File: src/hdl/crc32rb_pkg.sv
package crc32rb_pkg;

   localparam int unsigned CRC_WIDTH  = 32;
   localparam int unsigned BYTE_WIDTH = 8;
   localparam int unsigned ADDR_WIDTH = 4;

   localparam logic [CRC_WIDTH-1:0] POLY_RESET    = 32'h04C1_1DB7;
   localparam logic [CRC_WIDTH-1:0] INIT_RESET    = 32'hFFFF_FFFF;
   localparam logic [CRC_WIDTH-1:0] XOR_OUT_RESET = 32'hFFFF_FFFF;

   // Register index, taken from paddr[3:2].
   typedef enum logic [1:0] {
      REG_POLY    = 2'd0,
      REG_INIT    = 2'd1,
      REG_XOR_OUT = 2'd2
   } creg_type;

   typedef logic [CRC_WIDTH-1:0]  crc_type;
   typedef logic [BYTE_WIDTH-1:0] byte_type;

endpackage

File: src/hdl/crc32_reflected_byte_engine.sv
// A request goes first into the input register, then into the result register on rsp_.
// Throughput: one byte per cycle while rsp_tready holds no result back; the running CRC
// is folded through an eight-step shift/xor chain between the two registers.
// Reset (synchronous, active high): both stages empty, running CRC zero,
// polynomial 0x04C11DB7, init and xor-out values all ones.
module crc32_reflected_byte_engine (
   input  logic        clock,
   input  logic        reset,
   // Request channel.
   input  logic        req_tvalid,
   output logic        req_tready,
   input  logic [39:0] req_tdata,   // [7:0] data_byte, [39:8] seed
   input  logic        req_tuser,   // [0] first_byte
   input  logic        req_tlast,   // last_byte
   // Result channel.
   output logic        rsp_tvalid,
   input  logic        rsp_tready,
   output logic [31:0] rsp_tdata,   // [31:0] crc_value
   output logic        rsp_tlast,   // end_of_message
   // Configuration port.
   input  logic        csr_psel,
   input  logic        csr_penable,
   input  logic        csr_pwrite,
   input  logic [3:0]  csr_paddr,
   input  logic [31:0] csr_pwdata,
   output logic [31:0] csr_prdata,
   output logic        csr_pready
);

   // Configuration registers.
   crc32rb_pkg::crc_type poly_ff, poly_in;
   crc32rb_pkg::crc_type init_ff, init_in;
   crc32rb_pkg::crc_type xor_out_ff, xor_out_in;

   // Input stage.
   logic                  in_valid_ff, in_valid_in;
   crc32rb_pkg::byte_type in_byte_ff, in_byte_in;
   crc32rb_pkg::crc_type  in_seed_ff, in_seed_in;
   logic                  in_first_ff, in_first_in;
   logic                  in_last_ff, in_last_in;

   // Result stage and running state.
   logic                 rsp_valid_ff, rsp_valid_in;
   crc32rb_pkg::crc_type rsp_data_ff, rsp_data_in;
   logic                 rsp_last_ff, rsp_last_in;
   crc32rb_pkg::crc_type running_crc_ff, running_crc_in;

   logic                 advance;
   logic                 csr_write;
   logic [1:0]           csr_index;
   crc32rb_pkg::crc_type rpoly;
   crc32rb_pkg::crc_type crc_next;

   assign csr_pready = 1'b1;
   assign csr_write  = csr_psel & csr_penable & csr_pwrite & csr_pready;
   assign csr_index  = csr_paddr[3:2];

   always_comb begin
      poly_in    = poly_ff;
      init_in    = init_ff;
      xor_out_in = xor_out_ff;
      csr_prdata = '0;
      case (csr_index)
         crc32rb_pkg::REG_POLY: begin
            csr_prdata = poly_ff;
            if (csr_write) begin
               poly_in = csr_pwdata;
            end
         end
         crc32rb_pkg::REG_INIT: begin
            csr_prdata = init_ff;
            if (csr_write) begin
               init_in = csr_pwdata;
            end
         end
         crc32rb_pkg::REG_XOR_OUT: begin
            csr_prdata = xor_out_ff;
            if (csr_write) begin
               xor_out_in = csr_pwdata;
            end
         end
         default: begin
            csr_prdata = '0;
         end
      endcase
   end

   // The input stage moves on when the result register is free or being emptied.
   assign advance    = in_valid_ff & (~rsp_valid_ff | rsp_tready);
   assign req_tready = ~in_valid_ff | advance;

   always_comb begin
      in_valid_in = in_valid_ff;
      in_byte_in  = in_byte_ff;
      in_seed_in  = in_seed_ff;
      in_first_in = in_first_ff;
      in_last_in  = in_last_ff;
      if (advance) begin
         in_valid_in = 1'b0;
      end
      if (req_tvalid && req_tready) begin
         in_valid_in = 1'b1;
         in_byte_in  = req_tdata[7:0];
         in_seed_in  = req_tdata[39:8];
         in_first_in = req_tuser;
         in_last_in  = req_tlast;
      end
   end

   // Reflected polynomial is just the normal form with its bits reversed.
   always_comb begin
      for (int k = 0; k < crc32rb_pkg::CRC_WIDTH; k++) begin
         rpoly[k] = poly_ff[crc32rb_pkg::CRC_WIDTH-1-k];
      end
   end

   // Eight LSB-first shift/xor steps fold one byte into the CRC.
   always_comb begin
      crc32rb_pkg::crc_type crc;
      crc = in_first_ff ? (in_seed_ff ^ init_ff) : running_crc_ff;
      crc = crc ^ {{(crc32rb_pkg::CRC_WIDTH-crc32rb_pkg::BYTE_WIDTH){1'b0}}, in_byte_ff};
      for (int k = 0; k < crc32rb_pkg::BYTE_WIDTH; k++) begin
         crc = crc[0] ? ((crc >> 1) ^ rpoly) : (crc >> 1);
      end
      crc_next = crc;
   end

   always_comb begin
      rsp_valid_in   = rsp_valid_ff;
      rsp_data_in    = rsp_data_ff;
      rsp_last_in    = rsp_last_ff;
      running_crc_in = running_crc_ff;
      if (rsp_valid_ff && rsp_tready) begin
         rsp_valid_in = 1'b0;
      end
      if (advance) begin
         rsp_valid_in   = 1'b1;
         rsp_data_in    = crc_next ^ xor_out_ff;
         rsp_last_in    = in_last_ff;
         running_crc_in = crc_next;
      end
   end

   always_ff @(posedge clock) begin
      if (reset) begin
         poly_ff        <= crc32rb_pkg::POLY_RESET;
         init_ff        <= crc32rb_pkg::INIT_RESET;
         xor_out_ff     <= crc32rb_pkg::XOR_OUT_RESET;
         in_valid_ff    <= 1'b0;
         rsp_valid_ff   <= 1'b0;
         running_crc_ff <= '0;
      end else begin
         poly_ff        <= poly_in;
         init_ff        <= init_in;
         xor_out_ff     <= xor_out_in;
         in_valid_ff    <= in_valid_in;
         rsp_valid_ff   <= rsp_valid_in;
         running_crc_ff <= running_crc_in;
      end
   end

   always_ff @(posedge clock) begin
      in_byte_ff  <= in_byte_in;
      in_seed_ff  <= in_seed_in;
      in_first_ff <= in_first_in;
      in_last_ff  <= in_last_in;
      rsp_data_ff <= rsp_data_in;
      rsp_last_ff <= rsp_last_in;
   end

   assign rsp_tvalid = rsp_valid_ff;
   assign rsp_tdata  = rsp_data_ff;
   assign rsp_tlast  = rsp_last_ff;

   // A request that leaves the input stage lands in the result register.
   a_advance_fills_result: assert property (@(posedge clock) disable iff (reset)
      advance |=> rsp_valid_ff)
      else $error("request left the input stage but no result was registered");

   // A held request is never dropped while the result side is stalled.
   a_input_held: assert property (@(posedge clock) disable iff (reset)
      (in_valid_ff && !advance) |=> in_valid_ff)
      else $error("request lost from the input stage");

   // The result and the running CRC differ exactly by the xor-out value in use.
   a_result_matches_state: assert property (@(posedge clock) disable iff (reset)
      advance |=> ((rsp_data_ff ^ running_crc_ff) == $past(xor_out_ff)))
      else $error("result does not match the running CRC");

endmodule
File: config.mk
export PLATFORM = sky130hd
export DESIGN_NAME = crc32_reflected_byte_engine
export DESIGN_NICKNAME = d
export VERILOG_FILES = /design/src/hdl/crc32rb_pkg.sv /design/src/hdl/crc32_reflected_byte_engine.sv
export SDC_FILE = /design/constraint.sdc
export NUM_CORES = 1
export LEC_CHECK = 0
export BUFFER_PORTS_ARGS = -buffer_cell sky130_fd_sc_hd__buf_2
export CORE_ASPECT_RATIO = 1.4
export CORE_UTILIZATION = 30
export CTS_CLUSTER_DIAMETER = 120
export CTS_CLUSTER_SIZE = 20
export DETAILED_ROUTE_END_ITERATION = 8
export GPL_TIMING_DRIVEN = 1
export PLACE_DENSITY_LB_ADDON = 0.3
export SLEW_MARGIN = 40
export SYNTH_ARGS = -nofsm -noshare
export SYNTH_HDL_FRONTEND = slang
export SYNTH_SLANG_ARGS = --single-unit
File: constraint.sdc
create_clock -name clock -period 13 [get_ports clock]
set_input_delay 0.65 -clock clock [delete_from_list [all_inputs] [get_ports clock]]
set_output_delay 0.65 -clock clock [all_outputs]
set_load 0.05 [all_outputs]
==> Flow_metrics.wiki, run 1 <==
{| class="wikitable"
! Metric !! Value
|-
| Area share of the leading cell type in the synthesized netlist || 16.5%
|-
| Final period util || between 50% and 60%
|-
| Achievable frequency || about 150 MHz
|-
| Number of setup violations in the final report || 0
|-
| Leakage power figure || ~6.4 nW
|-
| Post-detailed-route count of antenna-violating nets || 0
|-
| Setup repair bufs after CTS || 0
|-
| Top cells by count, synth || sky130_fd_sc_hd__nand2_1, sky130_fd_sc_hd__xnor2_1, sky130_fd_sc_hd__clkbuf_1
|-
| Number of unique standard cell types used by synthesis || 61
|-
| Run status || complete, no violations
|-
| RSZ-0062 raised after global routing || false
|-
| Number of maximum-capacitance violations || 0
|-
| Transition at the pin with the smallest max-transition slack || 863 ps
|-
| Layout Cell Area excl Fill || ~17000 um^2
|-
| Clock Sinks || 205
|-
| Total DRC errors in the routed layout || 0
|-
| Most used standard cell by instance count after synthesis || sky130_fd_sc_hd__nand2_1
|-
| Synthesis warning total || 0
|-
| Worst Skew || 35.2 ps
|-
| Clk Tree Root Cell || sky130_fd_sc_hd__clkbuf_16
|-
| Clock-pin transition on the worst setup and hold timing paths || ~100 ps
|-
| Number of pins with negative max-slew slack in the final report || 0
|-
| Tot GR Track Use || 19.5%
|-
| Share of post-route cells with drive strength above 1 || around an eighth
|-
| Largest area contributor in the synthesized netlist || sky130_fd_sc_hd__dfxtp_1
|-
| Slew headroom || 42.4%
|-
| Detailed-placement wirelength estimate || 34200 um
|-
| CTS Buffer Depth || 3
|-
| TritonCTS clock tree || built
|-
| Vias in the first global route || approximately 14k
|-
| Total placed instance area || 16900 um^2
|-
| Capturing element type of the critical path || flop
|-
| Final weighted congestion of routability-driven global placement || about 0.84
|-
| Mean routed wirelength per cell || between 20 and 25 um
|-
| Largest net degree at the start of global routing || 108
|-
| Antenna violations before repair || 0
|-
| Worst vdd ir || 0.117 mV
|-
| EDFF count, synth || between 70 and 80
|-
| Crit start category || flop
|-
| Worst Path Arrival || just under 7000 ps
|-
| Overall overflow remaining after global route || 0
|-
| Resize count post-CTS || 0
|-
| Critical path buffers and inverters || 4
|-
| NumNets Final || 2003
|-
| Total die area || roughly 54000 um^2
|-
| Cells after Synth || roughly 1.9k
|-
| Part of the Yosys area used for sequential elements || 30.8%
|-
| Total detailed-routing wirelength || 53900 um
|-
| Reg-to-reg setup timing slack || about 6400 ps
|-
| Area growth from synthesis to final layout || 9.76%
|-
| Die Y || 273 um
|-
| Die X-Extent || around 200 um
|-
| Hold/Removal Path Class || in2reg
|-
| Deepest level of the CTS H-tree || 1
|-
| Number of vias per cell after detailed routing || about 5.6
|-
| Power density over cell area || 150 nW/um^2
|-
| Critical Path Source || in_first_ff$_DFFE_PP_
|-
| Family with the most delay on the worst path || buffers and inverters
|-
| Source of the worst register-to-register timing path || in_first_ff$_DFFE_PP_
|-
| Netlist area before placement || about 16000 um^2
|-
| Number of CTS-inserted buffers || 14
|-
| Ys async rst share || 0%
|-
| Mean instance size in the synthesized netlist || 8.24 um^2
|-
| Clock latency reported for the late side of the worst-skew pair || between 500 and 600 ps
|-
| Detailed Routing Iterations Pass 1 || 6
|-
| Hold Startpoint || req_tdata[11]
|-
| Critical path's most frequent cell || sky130_fd_sc_hd__buf_4
|-
| Delay of the slowest cell on the worst path || about 1000 ps
|-
| Crit path time final || ~6600 ps
|-
| Final Hold Fails || 0
|-
| Worst hold slack across all endpoints || 303 ps
|-
| Cell Rows || roughly 100
|-
| Vias after detailed routing || around 15k
|-
| Starting DRC count in detailed routing || between 1k and 1.5k
|-
| Buffers added on ports || around 150
|-
| Starting Density || a little under a third
|-
| Cell with the largest stage delay on the worst path || sky130_fd_sc_hd__or4_2
|-
| Placeable Area || 52000 um^2
|-
| Count of state elements after synthesis || between 200 and 250
|-
| PnR Total Power || roughly 2.6 mW
|-
| WS Path Type || reg2reg
|-
| Required time of the critical path || roughly 13000 ps
|-
| Ports placed on the boundary || about 150
|-
| Worst Path Max Fanout || ~110
|-
| First-pass GRT wire length || ~80000 um
|-
| Most used flip-flop cell after synthesis || sky130_fd_sc_hd__dfxtp_1
|-
| Final standard cell utilization of the core || ~33%
|-
| ANT cells || 0
|-
| Syn nets || 2000
|-
| Cell-by-cell trace of the critical path || buf_4 -> inv_1 -> o211ai_1 -> nand2_4 -> a311o_1 -> o22ai_2 -> buf_4 -> a211oi_1 -> or4_2 -> a311oi_1 -> nor2_2 -> xnor3_2 -> buf_6 -> nand2_1 -> xnor3_1 -> xnor2_1
|-
| Sum Neg Setup Slack || 0 ps
|-
| Number of buffers inserted for hold repair after clock tree synthesis || 0
|-
| Dominant cells by area after synthesis || sky130_fd_sc_hd__dfxtp_1, sky130_fd_sc_hd__xnor2_1, sky130_fd_sc_hd__edfxtp_1
|}
==> flip-flops by register name (all words and copies together), names as in the netlist <==
register	count
rsp_tdata	32
rsp_tvalid	1
poly_ff	32
rsp_tlast	1
in_seed_ff	32
in_last_ff	1
init_ff	32
in_first_ff	1
in_byte_ff	8
running_crc_ff	32
xor_out_ff	32
in_valid_ff	1
==> where the power goes <==
part	switching (mW)	leakage, nW	internal, mW	total [mW]
Clock	0.247	0.203	0.218	0.464
Combinational	0.838	4.45	0.500	1.34
Sequential	0.0358	1.78	0.759	0.795
==> path summary, 6_finish.rpt <==
path,to,cells past startpoint
setup reg to reg,rsp_tdata[28]$_DFFE_PP_,16
hold reg to reg,rsp_tlast$_DFFE_PP_,0
hold / removal,in_seed_ff[3]$_DFFE_PP_,1
setup / recovery,rsp_tdata[28]$_DFFE_PP_,16
==> cell type report <==
type	count	area [um^2]
multi-input cells	1510	10200
repair buffers	180	1000
inverters	7	26.3
clock inverters	2	20.0
clock buffers	22	402
flip-flops and latches	205	4850
fillers	5448	34700
well taps	656	821
==> worst reg2reg max path, cell delays in order (launching register included) <==
cell and delay (ps):
sky130_fd_sc_hd__edfxtp_1 340, sky130_fd_sc_hd__buf_4 610, sky130_fd_sc_hd__inv_1 160, sky130_fd_sc_hd__o211ai_1 420, sky130_fd_sc_hd__nand2_4 400, sky130_fd_sc_hd__a311o_1 450, sky130_fd_sc_hd__o22ai_2 120, sky130_fd_sc_hd__buf_4 390
sky130_fd_sc_hd__a211oi_1 200, sky130_fd_sc_hd__or4_2 1020, sky130_fd_sc_hd__a311oi_1 440, sky130_fd_sc_hd__nor2_2 110, sky130_fd_sc_hd__xnor3_2 300, sky130_fd_sc_hd__buf_6 550, sky130_fd_sc_hd__nand2_1 280, sky130_fd_sc_hd__xnor3_1 430
sky130_fd_sc_hd__xnor2_1 160
==> logic make-up (layout without fill, tap and decap cells) <==
| logic type | Yosys count | after routing | share of synthesized area (%) |
|---|---|---|---|
| xor+xnor | 332 | 332 | 19.6 |
| simple gates | 794 | 794 | 25.4 |
| flops | 205 | 205 | 30.8 |
| mux | 35 | 35 | 2.23 |
| compound gates | 348 | 348 | 16.9 |
| other cells | 1 | 1 | 0.0238 |
| buf+inv | 200 | 211 | 5.12 |
==> per-layer routing <==
| layer | GRT usage [%] | vias up | wire length (um) |
|---|---|---|---|
| met4 | 7.18 | 0 | 1810 |
| met2 | 36.3 | 526 | 27700 |
| met3 | 2.02 | 98 | 2720 |
| met1 | 22.8 | 7084 | 21700 |
| met5 | 0 | - | 0 |
| li1 | - | 6826 | - |
==> cells in the final DEF, fill, tap and decap left out, types with 25 or more instances in the layout <==
master,n
sky130_fd_sc_hd__and2_1,29
sky130_fd_sc_hd__nor2b_1,33
sky130_fd_sc_hd__and3_1,32
sky130_fd_sc_hd__nand2_1,376
sky130_fd_sc_hd__nor2_1,75
sky130_fd_sc_hd__nor3_1,30
sky130_fd_sc_hd__o21ai_0,42
sky130_fd_sc_hd__a31oi_1,26
sky130_fd_sc_hd__buf_4,28
sky130_fd_sc_hd__nor3b_1,27
sky130_fd_sc_hd__buf_2,148
sky130_fd_sc_hd__nor4_1,25
sky130_fd_sc_hd__a21oi_1,55
sky130_fd_sc_hd__nand4b_1,25
sky130_fd_sc_hd__dfxtp_1,130
sky130_fd_sc_hd__a211oi_1,30
sky130_fd_sc_hd__o2111a_1,28
sky130_fd_sc_hd__mux2i_1,34
sky130_fd_sc_hd__edfxtp_1,75
sky130_fd_sc_hd__xnor2_1,282
sky130_fd_sc_hd__a2111oi_0,50
sky130_fd_sc_hd__nand3b_1,73
sky130_fd_sc_hd__a211o_1,58
sky130_fd_sc_hd__or4_1,27
sky130_fd_sc_hd__a221o_1,25
sky130_fd_sc_hd__xor2_1,35
==> per-stage QoR <==
step / cells / worst slack, ps
6_report: 2582 / 6360
5_1_grt: 2582 / 6010
4_1_cts: 2581 / 6150
3_5_place_dp: 2557 / 6220
3_3_place_gp: 2557 / 6120
2_1_floorplan: 1915 / 8780
(Power assumes the default switching activity.)
==> run 2: changes to the inputs <==
Clock period 13 ns to 5.84 ns, I/O delays scaled along.
==> run 2 against run 1 <==
  * Clock skew is 22 ps lower
  * Critical endpoint is now rsp_tdata[11]$_DFFE_PP_
  * Highest routed layer unchanged
  * Largest power group unchanged
  * Sequential power is 120% higher
  * Worst setup slack worse by 5800 ps
==> Flow_metrics.wiki, run 2 (same netlist as run 1, synthesis figures left out) <==
{| class="wikitable"
! Metric !! Value
|-
| Critical register-to-register path endpoint || rsp_tdata[11]$_DFFE_PP_
|-
| First-pass GRT wire length || 83700 um (+1.8%)
|-
| Sum Neg Setup Slack || 0 ps (unchanged)
|-
| NumNets Final || 2062 (+2.9%)
|-
| Worst-case reg-to-reg path depth || 16 (unchanged)
|-
| Worst Skew || 12.8 ps (-22.4 ps)
|-
| Overall overflow remaining after global route || 0 (unchanged)
|-
| Number of setup violations in the final report || 0 (unchanged)
|-
| CTS Buffer Depth || 3 (unchanged)
|-
| Crit start category || flop
|-
| Die X-Extent || 196 um (unchanged)
|-
| Placeable Area || 52000 um^2 (unchanged)
|-
| Final period util || 90.6% (+40 points)
|-
| ANT cells || 0 (unchanged)
|-
| Reg-to-reg setup timing slack || 550 ps (-5810 ps)
|-
| Number of CTS-inserted buffers || 14 (unchanged)
|-
| Total die area || 53600 um^2 (unchanged)
|-
| WS Path Type || reg2reg
|-
| Hold/Removal Path Class || in2reg
|-
| Leakage power figure || 6.69 nW (+4.1%)
|-
| Vias in the first global route || 14.3k (+1.3%)
|-
| Achievable frequency || 189 MHz (+25%)
|-
| Cell Rows || 99 (unchanged)
|-
| Transition at the pin with the smallest max-transition slack || 845 ps (-18.0 ps)
|-
| Mean routed wirelength per cell || 20.8 um (-0.57%)
|-
| Starting Density || 30.3% (unchanged)
|-
| Antenna violations before repair || 0 (unchanged)
|-
| Area occupied by multi-input gates || 10200 um^2 (-0.14%)
|-
| Share of post-route cells with drive strength above 1 || 12.1% (+0.30 points)
|-
| Worst Path Max Fanout || 32 (-70%)
|-
| Final Hold Fails || 0 (unchanged)
|-
| Area growth from synthesis to final layout || 13.3%
|-
| Post-detailed-route count of antenna-violating nets || 0 (unchanged)
|-
| Number of fillers in the final layout || 5433 (-0.28%)
|-
| Storage element area || 4860 um^2 (about the same)
|-
| Capturing element type of the critical path || flop
|-
| Slew headroom || 43.6% (+1.2 points)
|-
| Starting DRC count in detailed routing || 1134 (-7.0%)
|-
| Number of maximum-capacitance violations || 0 (unchanged)
|-
| Clock latency reported for the late side of the worst-skew pair || 500 ps (about the same)
|-
| Detailed-placement wirelength estimate || 36000 um (+5.3%)
|-
| Hold Startpoint || csr_pwdata[3]
|-
| Required time of the critical path || 6080 ps (-7180 ps)
|-
| Final weighted congestion of routability-driven global placement || 0.863 (+3.0%)
|-
| Worst vdd ir || 0.195 mV (+67%)
|-
| Deepest level of the CTS H-tree || 1 (unchanged)
|-
| Delay of the slowest cell on the worst path || 700 ps (-320 ps)
|-
| Buffers added on ports || 149 (unchanged)
|-
| Clock Sinks || 205 (unchanged)
|-
| Clk Tree Root Cell || sky130_fd_sc_hd__clkbuf_16
|-
| Critical path's most frequent cell || sky130_fd_sc_hd__xnor2_1
|-
| Run status || complete, no violations
|-
| Detailed Routing Iterations Pass 1 || 5 (-1)
|-
| Cell with the largest stage delay on the worst path || sky130_fd_sc_hd__edfxtp_1
|-
| Clock-pin transition on the worst setup and hold timing paths || 90 ps (about the same)
|-
| Source of the worst register-to-register timing path || in_first_ff$_DFFE_PP_
|-
| Total detailed-routing wirelength || 54900 um (+1.7%)
|-
| Ports placed on the boundary || 153 (unchanged)
|-
| Vias after detailed routing || 14.6k (+0.58%)
|-
| Largest net degree at the start of global routing || 108 (unchanged)
|-
| RSZ-0062 raised after global routing || false
|-
| Total DRC errors in the routed layout || 0 (unchanged)
|-
| Die Y || 273 um (unchanged)
|-
| Final cell count without fillers || 2641 (+2.3%)
|-
| Worst hold slack across all endpoints || 23.7 ps (-279 ps)
|-
| Number of vias per cell after detailed routing || 5.54 (-1.7%)
|-
| Cell-by-cell trace of the critical path || inv_1 -> o211ai_1 -> and2_1 -> nor2_1 -> a32oi_1 -> nand2_1 -> xnor2_2 -> and3_2 -> buf_4 -> buf_4 -> nor3b_1 -> a221o_1 -> a211o_1 -> xnor2_1 -> xnor2_1 -> xnor2_1
|-
| TritonCTS clock tree || built
|-
| Placed cells || 2574 (+0.66%)
|-
| Worst Hold Depth || 2 (+1)
|-
| End point of the worst hold path || xor_out_ff[3]$_SDFFE_PP1P_
|-
| Power density over cell area || 325 nW/um^2 (+120%)
|-
| Crit path time final || 5290 ps (-1350 ps)
|-
| Most common cell after layout, fill and taps aside || sky130_fd_sc_hd__nand2_1
|-
| Tot GR Track Use || 19.9% (+0.44 points)
|-
| Number of pins with negative max-slew slack in the final report || 0 (unchanged)
|-
| Leading cell types in the layout, fill and taps excluded || sky130_fd_sc_hd__nand2_1, sky130_fd_sc_hd__xnor2_1, sky130_fd_sc_hd__buf_2, sky130_fd_sc_hd__dfxtp_1
|-
| Worst Path Arrival || 5530 ps (-1370 ps)
|}
-- run 2: per-stage QoR --
stage	instance area, um^2	worst slack (ps)	total power [mW]	util, %
3_3_place_gp	17000	637	4.74	32.6
2_1_floorplan	15800	1620	4.09	-
4_1_cts	17900	584	5.86	34.3
5_1_grt	17900	233	6.13	34.4
3_5_place_dp	17000	620	4.78	32.7
6_report	17900	549	5.82	34.4
-- run 2: layout make-up --
class / count / share of cell area [%]
flip-flops and latches: 205 / 27.2
clock buffers: 23 / 2.27
inverters: 7 / 0.147
well taps: 656 / 4.59
clock inverters: 1 / 0.0910
multi-input cells: 1510 / 57.0
repair buffers: 239 / 8.77
-- run 2: where the power goes --
group | internal (mW) | leakage, nW | switching [mW] | total [mW]
Sequential | 1.69 | 1.78 | 0.0891 | 1.78
Combinational | 1.15 | 4.71 | 1.85 | 3.01
Clock | 0.487 | 0.204 | 0.546 | 1.03
-- run 2: metal layers --
| metal | wire length [um] | track usage (%) | up-vias |
|---|---|---|---|
| met4 | 2380 | 8.45 | 0 |
| met2 | 27700 | 36.6 | 496 |
| met1 | 22300 | 23.5 | 7075 |
| met5 | 0 | 0 | - |
| li1 | - | - | 6927 |
| met3 | 2530 | 1.84 | 120 |
-- run 2: worst max path at each step --
| stage | startpoint | endpoint | slack (ps) |
|---|---|---|---|
| floorplan | in_first_ff$_DFFE_PP_ | rsp_tdata[31]$_DFFE_PP_ | 1620 |
| global placement | in_first_ff$_DFFE_PP_ | rsp_tdata[28]$_DFFE_PP_ | 640 |
| detailed placement | in_first_ff$_DFFE_PP_ | rsp_tdata[0]$_DFFE_PP_ | 620 |
| CTS | in_first_ff$_DFFE_PP_ | rsp_tdata[11]$_DFFE_PP_ | 580 |
| global route | in_first_ff$_DFFE_PP_ | rsp_tdata[7]$_DFFE_PP_ | 230 |
| finish | in_first_ff$_DFFE_PP_ | rsp_tdata[11]$_DFFE_PP_ | 550 |
-- run 2: worst max-delay path, delay by kind of cell, from the launching register on --
family	cells	cell delay, ps
and+or+nand+nor	5	1120
DFF	1	700
AOI/OAI and AO/OA	4	1310
xor gates and xnor gates	4	1060
buffers and inverters	3	820
-- run 2: what timing repair did --
item | 4_1_cts | 5_1_grt
hold buffers | 42 | 1
setup buffers | 0 | 0
gates resized for setup | 0 | 0
hold endpoints to repair | 42 | 1
==> run 3: changes to the inputs <==
Settings changed: ABC_AREA set to 1.
==> run 3 against run 2 <==
  * Via count shrank 6.5%
  * Clock power is essentially flat
  * Critical path depth grew 8
==> Flow_metrics.wiki, run 3 <==
{| class="wikitable"
! Metric !! Value
|-
| Portion of total power attributed to the clock network || 23.1% (+5.3 points)
|-
| Number of pins with negative max-slew slack in the final report || 0 (unchanged)
|-
| Clock Sinks || 205 (unchanged)
|-
| Reg-to-reg setup timing slack || 860 ps (+320 ps)
|-
| Number of buffers inserted for hold repair after clock tree synthesis || 42 (unchanged)
|-
| Count of state elements after synthesis || 205 (unchanged)
|-
| Sum Neg Setup Slack || 0 ps (unchanged)
|-
| PnR Total Power || 4.57 mW (-21%)
|-
| Cells after Synth || 2088 (+9.0%)
|-
| Most used flip-flop cell after synthesis || sky130_fd_sc_hd__dfxtp_1
|-
| Levels on crit path || 24 (+8)
|-
| Clock latency reported for the late side of the worst-skew pair || 520 ps (+20 ps)
|-
| Cell-by-cell trace of the critical path || inv_2 -> nand2_1 -> nand3_1 -> nand2_2 -> nand3_1 -> nand2_1 -> nand2_1 -> nand2_1 -> inv_2 -> nor2_1 -> nand3_2 -> buf_4 -> nand3_2 -> nand2_1 -> buf_4 -> nand3_2 -> xnor2_1 -> nand2_1 -> nand2_2 -> nand3_2 -> nand2_4 -> nand3_1 -> nand3_1 -> nand2_1
|-
| Vias in the first global route || 12.7k (-11%)
|-
| Critical Path End || rsp_tdata[29]$_DFFE_PP_
|-
| Cell with the largest stage delay on the worst path || sky130_fd_sc_hd__nand2_4
|-
| Achievable frequency || 201 MHz (+6.4%)
|-
| Source of the worst register-to-register timing path || in_first_ff$_DFFE_PP_
|-
| Worst-case reg-to-reg path depth || 24 (+8)
|-
| Post-placement setup slack || 945 ps (+325 ps)
|-
| Detailed Routing Iterations Pass 1 || 5 (unchanged)
|-
| Crit path time final || 4980 ps (-316 ps)
|-
| Final weighted congestion of routability-driven global placement || 0.867 (+0.49%)
|-
| Starting DRC count in detailed routing || 979 (-14%)
|-
| WS Path Type || reg2reg
|-
| Largest net degree at the start of global routing || 90 (-17%)
|-
| Leakage power figure || 7.76 nW (+16%)
|-
| Hold/Removal Path Class || in2reg
|-
| Most used standard cell by instance count after synthesis || sky130_fd_sc_hd__nand2_1
|-
| Required time of the critical path || 6070 ps (about the same)
|-
| Worst Path Max Fanout || 61 (+91%)
|-
| Clock-pin transition on the worst setup and hold timing paths || 100 ps (about the same)
|-
| First-pass GRT wire length || 70400 um (-16%)
|-
| Cell Rows || 91 (-8.1%)
|-
| Number of maximum-capacitance violations || 0 (unchanged)
|-
| Capturing element type of the critical path || flop
|-
| Number of unique standard cell types used by synthesis || 31 (-49%)
|-
| Family with the most delay on the worst path || simple AND/OR/NAND/NOR gates
|-
| Most common cell after layout, fill and taps aside || sky130_fd_sc_hd__nand2_1
|-
| Final cell count without fillers || 2759 (+4.5%)
|-
| Ports placed on the boundary || 153 (unchanged)
|-
| Worst Path Arrival || 5200 ps (-330 ps)
|-
| Total DRC errors in the routed layout || 0 (unchanged)
|-
| Storage element area || 4850 um^2 (about the same)
|-
| Number of vias per cell after detailed routing || 4.95 (-11%)
|-
| Area growth from synthesis to final layout || 14.5%
|-
| Share of total power in combinational logic || 40.5% (-11 points)
|-
| Switching Share || 41.3% (-1.4 points)
|-
| Netlist area before placement || 13600 um^2 (-14%)
|-
| Leading cell types in the layout, fill and taps excluded || sky130_fd_sc_hd__nand2_1, sky130_fd_sc_hd__nand3_1, sky130_fd_sc_hd__inv_1, sky130_fd_sc_hd__buf_2, sky130_fd_sc_hd__nor2_1
|-
| Power density over cell area || 294 nW/um^2 (-9.6%)
|-
| Placeable Area || 44300 um^2 (-15%)
|-
| Part of the Yosys area used for sequential elements || 35.8% (+5.0 points)
|-
| ANT cells || 0 (unchanged)
|-
| Placed cells || 2693 (+4.6%)
|-
| Antenna violations before repair || 1 (+1)
|-
| Syn nets || 2173 (+8.6%)
|-
| Detailed-placement wirelength estimate || 31000 um (-14%)
|-
| Total detailed-routing wirelength || 45100 um (-18%)
|-
| Setup repair bufs after CTS || 0 (unchanged)
|-
| Area occupied by multi-input gates || 7250 um^2 (-29%)
|-
| Run status || complete, no violations
|-
| Mean instance size in the synthesized netlist || 6.50 um^2 (-21%)
|-
| Resize count post-CTS || 0 (unchanged)
|-
| Number of setup violations in the final report || 0 (unchanged)
|-
| CTS Buffer Depth || 3 (unchanged)
|-
| Number of CTS-inserted buffers || 14 (unchanged)
|-
| Mean routed wirelength per cell || 16.3 um (-21%)
|-
| Int Pwr || 2.68 mW (-20%)
|-
| Clk Tree Root Cell || sky130_fd_sc_hd__clkbuf_16
|-
| Crit start category || flop
|-
| Vias after detailed routing || 13.7k (-6.5%)
|-
| Total die area || 46100 um^2 (-14%)
|-
| Buffers added on ports || 149 (unchanged)
|-
| Share of post-route cells with drive strength above 1 || 10.1% (-2.0 points)
|-
| Largest area contributor in the synthesized netlist || sky130_fd_sc_hd__nand2_1
|-
| Critical Path Source || in_first_ff$_DFFE_PP_
|-
| Overall overflow remaining after global route || 0 (unchanged)
|-
| NumNets Final || 2278 (+10%)
|-
| Critical register-to-register path endpoint || rsp_tdata[29]$_DFFE_PP_
|-
| Ys async rst share || 0% (unchanged)
|-
| Deepest level of the CTS H-tree || 1 (unchanged)
|-
| EDFF count, synth || 75 (unchanged)
|-
| Dominant cells by area after synthesis || sky130_fd_sc_hd__nand2_1, sky130_fd_sc_hd__dfxtp_1, sky130_fd_sc_hd__edfxtp_1
|-
| Synthesis warning total || 0 (unchanged)
|-
| Critical path buffers and inverters || 4 (+1)
|-
| Transition at the pin with the smallest max-transition slack || 789 ps (-56.3 ps)
|-
| Die Y || 254 um (-7.3%)
|-
| TritonCTS clock tree || built
|-
| Critical path's most frequent cell || sky130_fd_sc_hd__nand2_1
|-
| Final Hold Fails || 0 (unchanged)
|-
| Final period util || 85.2% (-5.4 points)
|-
| Relative contribution of sequential cells to total power || 36.3% (+5.7 points)
|-
| Worst setup slack after layout || 865 ps (+316 ps)
|-
| Tot GR Track Use || 19.4% (-0.48 points)
|-
| Area share of the leading cell type in the synthesized netlist || 20.5% (+4.0 points)
|-
| Worst Skew || 40.9 ps (+28.2 ps)
|-
| Net switching component of the power || 1.89 mW (-24%)
|-
| Worst vdd ir || 0.183 mV (-6.0%)
|-
| Post-detailed-route count of antenna-violating nets || 0 (unchanged)
|-
| Slew headroom || 47.4% (+3.8 points)
|-
| Top cells by count, synth || sky130_fd_sc_hd__nand2_1, sky130_fd_sc_hd__nand3_1, sky130_fd_sc_hd__inv_1
|-
| Delay of the slowest cell on the worst path || 580 ps (-120 ps)
|-
| Starting Density || 30.6% (+0.28 points)
|-
| Number of fillers in the final layout || 4715 (-13%)
|-
| RSZ-0062 raised after global routing || false
|-
| Die X-Extent || 182 um (-7.2%)
|}
==> run 3: cell count changes after synthesis, sizes merged, moves of 71 or more <==
cell	change
nand2	+371
nand3	+279
inv	+232
xnor2	-220
clkbuf	-78
nand3b	-71
==> run 3: kinds of logic (layout without fill, tap and decap cells) <==
group / after synthesis / in the layout / share of synthesized area [%]
AOI/OAI and AO/OA: 203 / 203 / 9.35
xor gates and xnor gates: 114 / 114 / 7.42
buffers and inverters: 369 / 482 / 10.9
DFF: 205 / 205 / 35.8
other: 1 / 1 / 0.0276
and+or+nand+nor: 1196 / 1196 / 36.5
==> run 3: worst register-to-register path, stage by stage, from the launching register on <==
cell and delay [ps]:
sky130_fd_sc_hd__edfxtp_1 400, sky130_fd_sc_hd__inv_2 290, sky130_fd_sc_hd__nand2_1 120, sky130_fd_sc_hd__nand3_1 120, sky130_fd_sc_hd__nand2_2 160, sky130_fd_sc_hd__nand3_1 110
sky130_fd_sc_hd__nand2_1 220, sky130_fd_sc_hd__nand2_1 200, sky130_fd_sc_hd__nand2_1 80, sky130_fd_sc_hd__inv_2 50, sky130_fd_sc_hd__nor2_1 30, sky130_fd_sc_hd__nand3_2 60
sky130_fd_sc_hd__buf_4 310, sky130_fd_sc_hd__nand3_2 180, sky130_fd_sc_hd__nand2_1 140, sky130_fd_sc_hd__buf_4 350, sky130_fd_sc_hd__nand3_2 150, sky130_fd_sc_hd__xnor2_1 170
sky130_fd_sc_hd__nand2_1 100, sky130_fd_sc_hd__nand2_2 180, sky130_fd_sc_hd__nand3_2 160, sky130_fd_sc_hd__nand2_4 580, sky130_fd_sc_hd__nand3_1 310, sky130_fd_sc_hd__nand3_1 140
sky130_fd_sc_hd__nand2_1 90
==> run 3: per-layer routing <==
layer  vias to the layer above  global-route usage (%)  share of wire (%)
li1                       6865                       -                  -
met1                      6358                    24.7                 43
met2                       354                    34.2                 49
met3                        84                    1.26                4.6
met4                         2                    7.89                3.4
met5                         -                       0              0.018
==> run 3: area by class of cell <==
cell class | instances | share of cell area, %
flip-flops and latches | 205 | 31.3
well taps | 558 | 4.50
multi-input cells | 1514 | 46.7
clock inverters | 1 | 0.105
clock buffers | 23 | 2.75
inverters | 241 | 5.88
repair buffers | 217 | 8.79
==> run 3: power groups by stage <==
stage                     sequential [mW]  clock [mW]  combinational, mW
after floorplan                      1.79           0               1.29
after global placement               1.69           0               1.81
after detailed placement             1.69           0               1.82
after CTS                            1.66        1.08               1.85
after global routing                 1.67        1.12               2.08
final                                1.66        1.06               1.85
==> run 3: worst min-delay path by stage <==
stage                               from                        to  slack [ps]  cells past startpoint
finish                    csr_pwdata[12]  poly_ff[12]$_SDFFE_PP1P_          30                      3
global route              csr_pwdata[18]  init_ff[18]$_SDFFE_PP1P_          40                      3
CTS                        csr_pwdata[9]   init_ff[9]$_SDFFE_PP1P_          20                      3
detailed placement  in_last_ff$_DFFE_PP_       rsp_tlast$_DFFE_PP_         430                      0
global placement    in_last_ff$_DFFE_PP_       rsp_tlast$_DFFE_PP_         400                      0
floorplan                   req_tdata[0]   in_byte_ff[0]$_DFFE_PP_         390                      0
==> run 3: per-stage QoR <==
| step | area, um^2 | utilization [%] | hold slack, ps |
|---|---|---|---|
| 6_report | 15500 | 35.1 | 31.5 |
| 3_3_place_gp | 14700 | 33.1 | 402 |
| 2_1_floorplan | 13600 | - | 391 |
| 4_1_cts | 15500 | 35.1 | 18.4 |
| 5_1_grt | 15500 | 35.1 | 41.0 |
| 3_5_place_dp | 14700 | 33.1 | 427 |
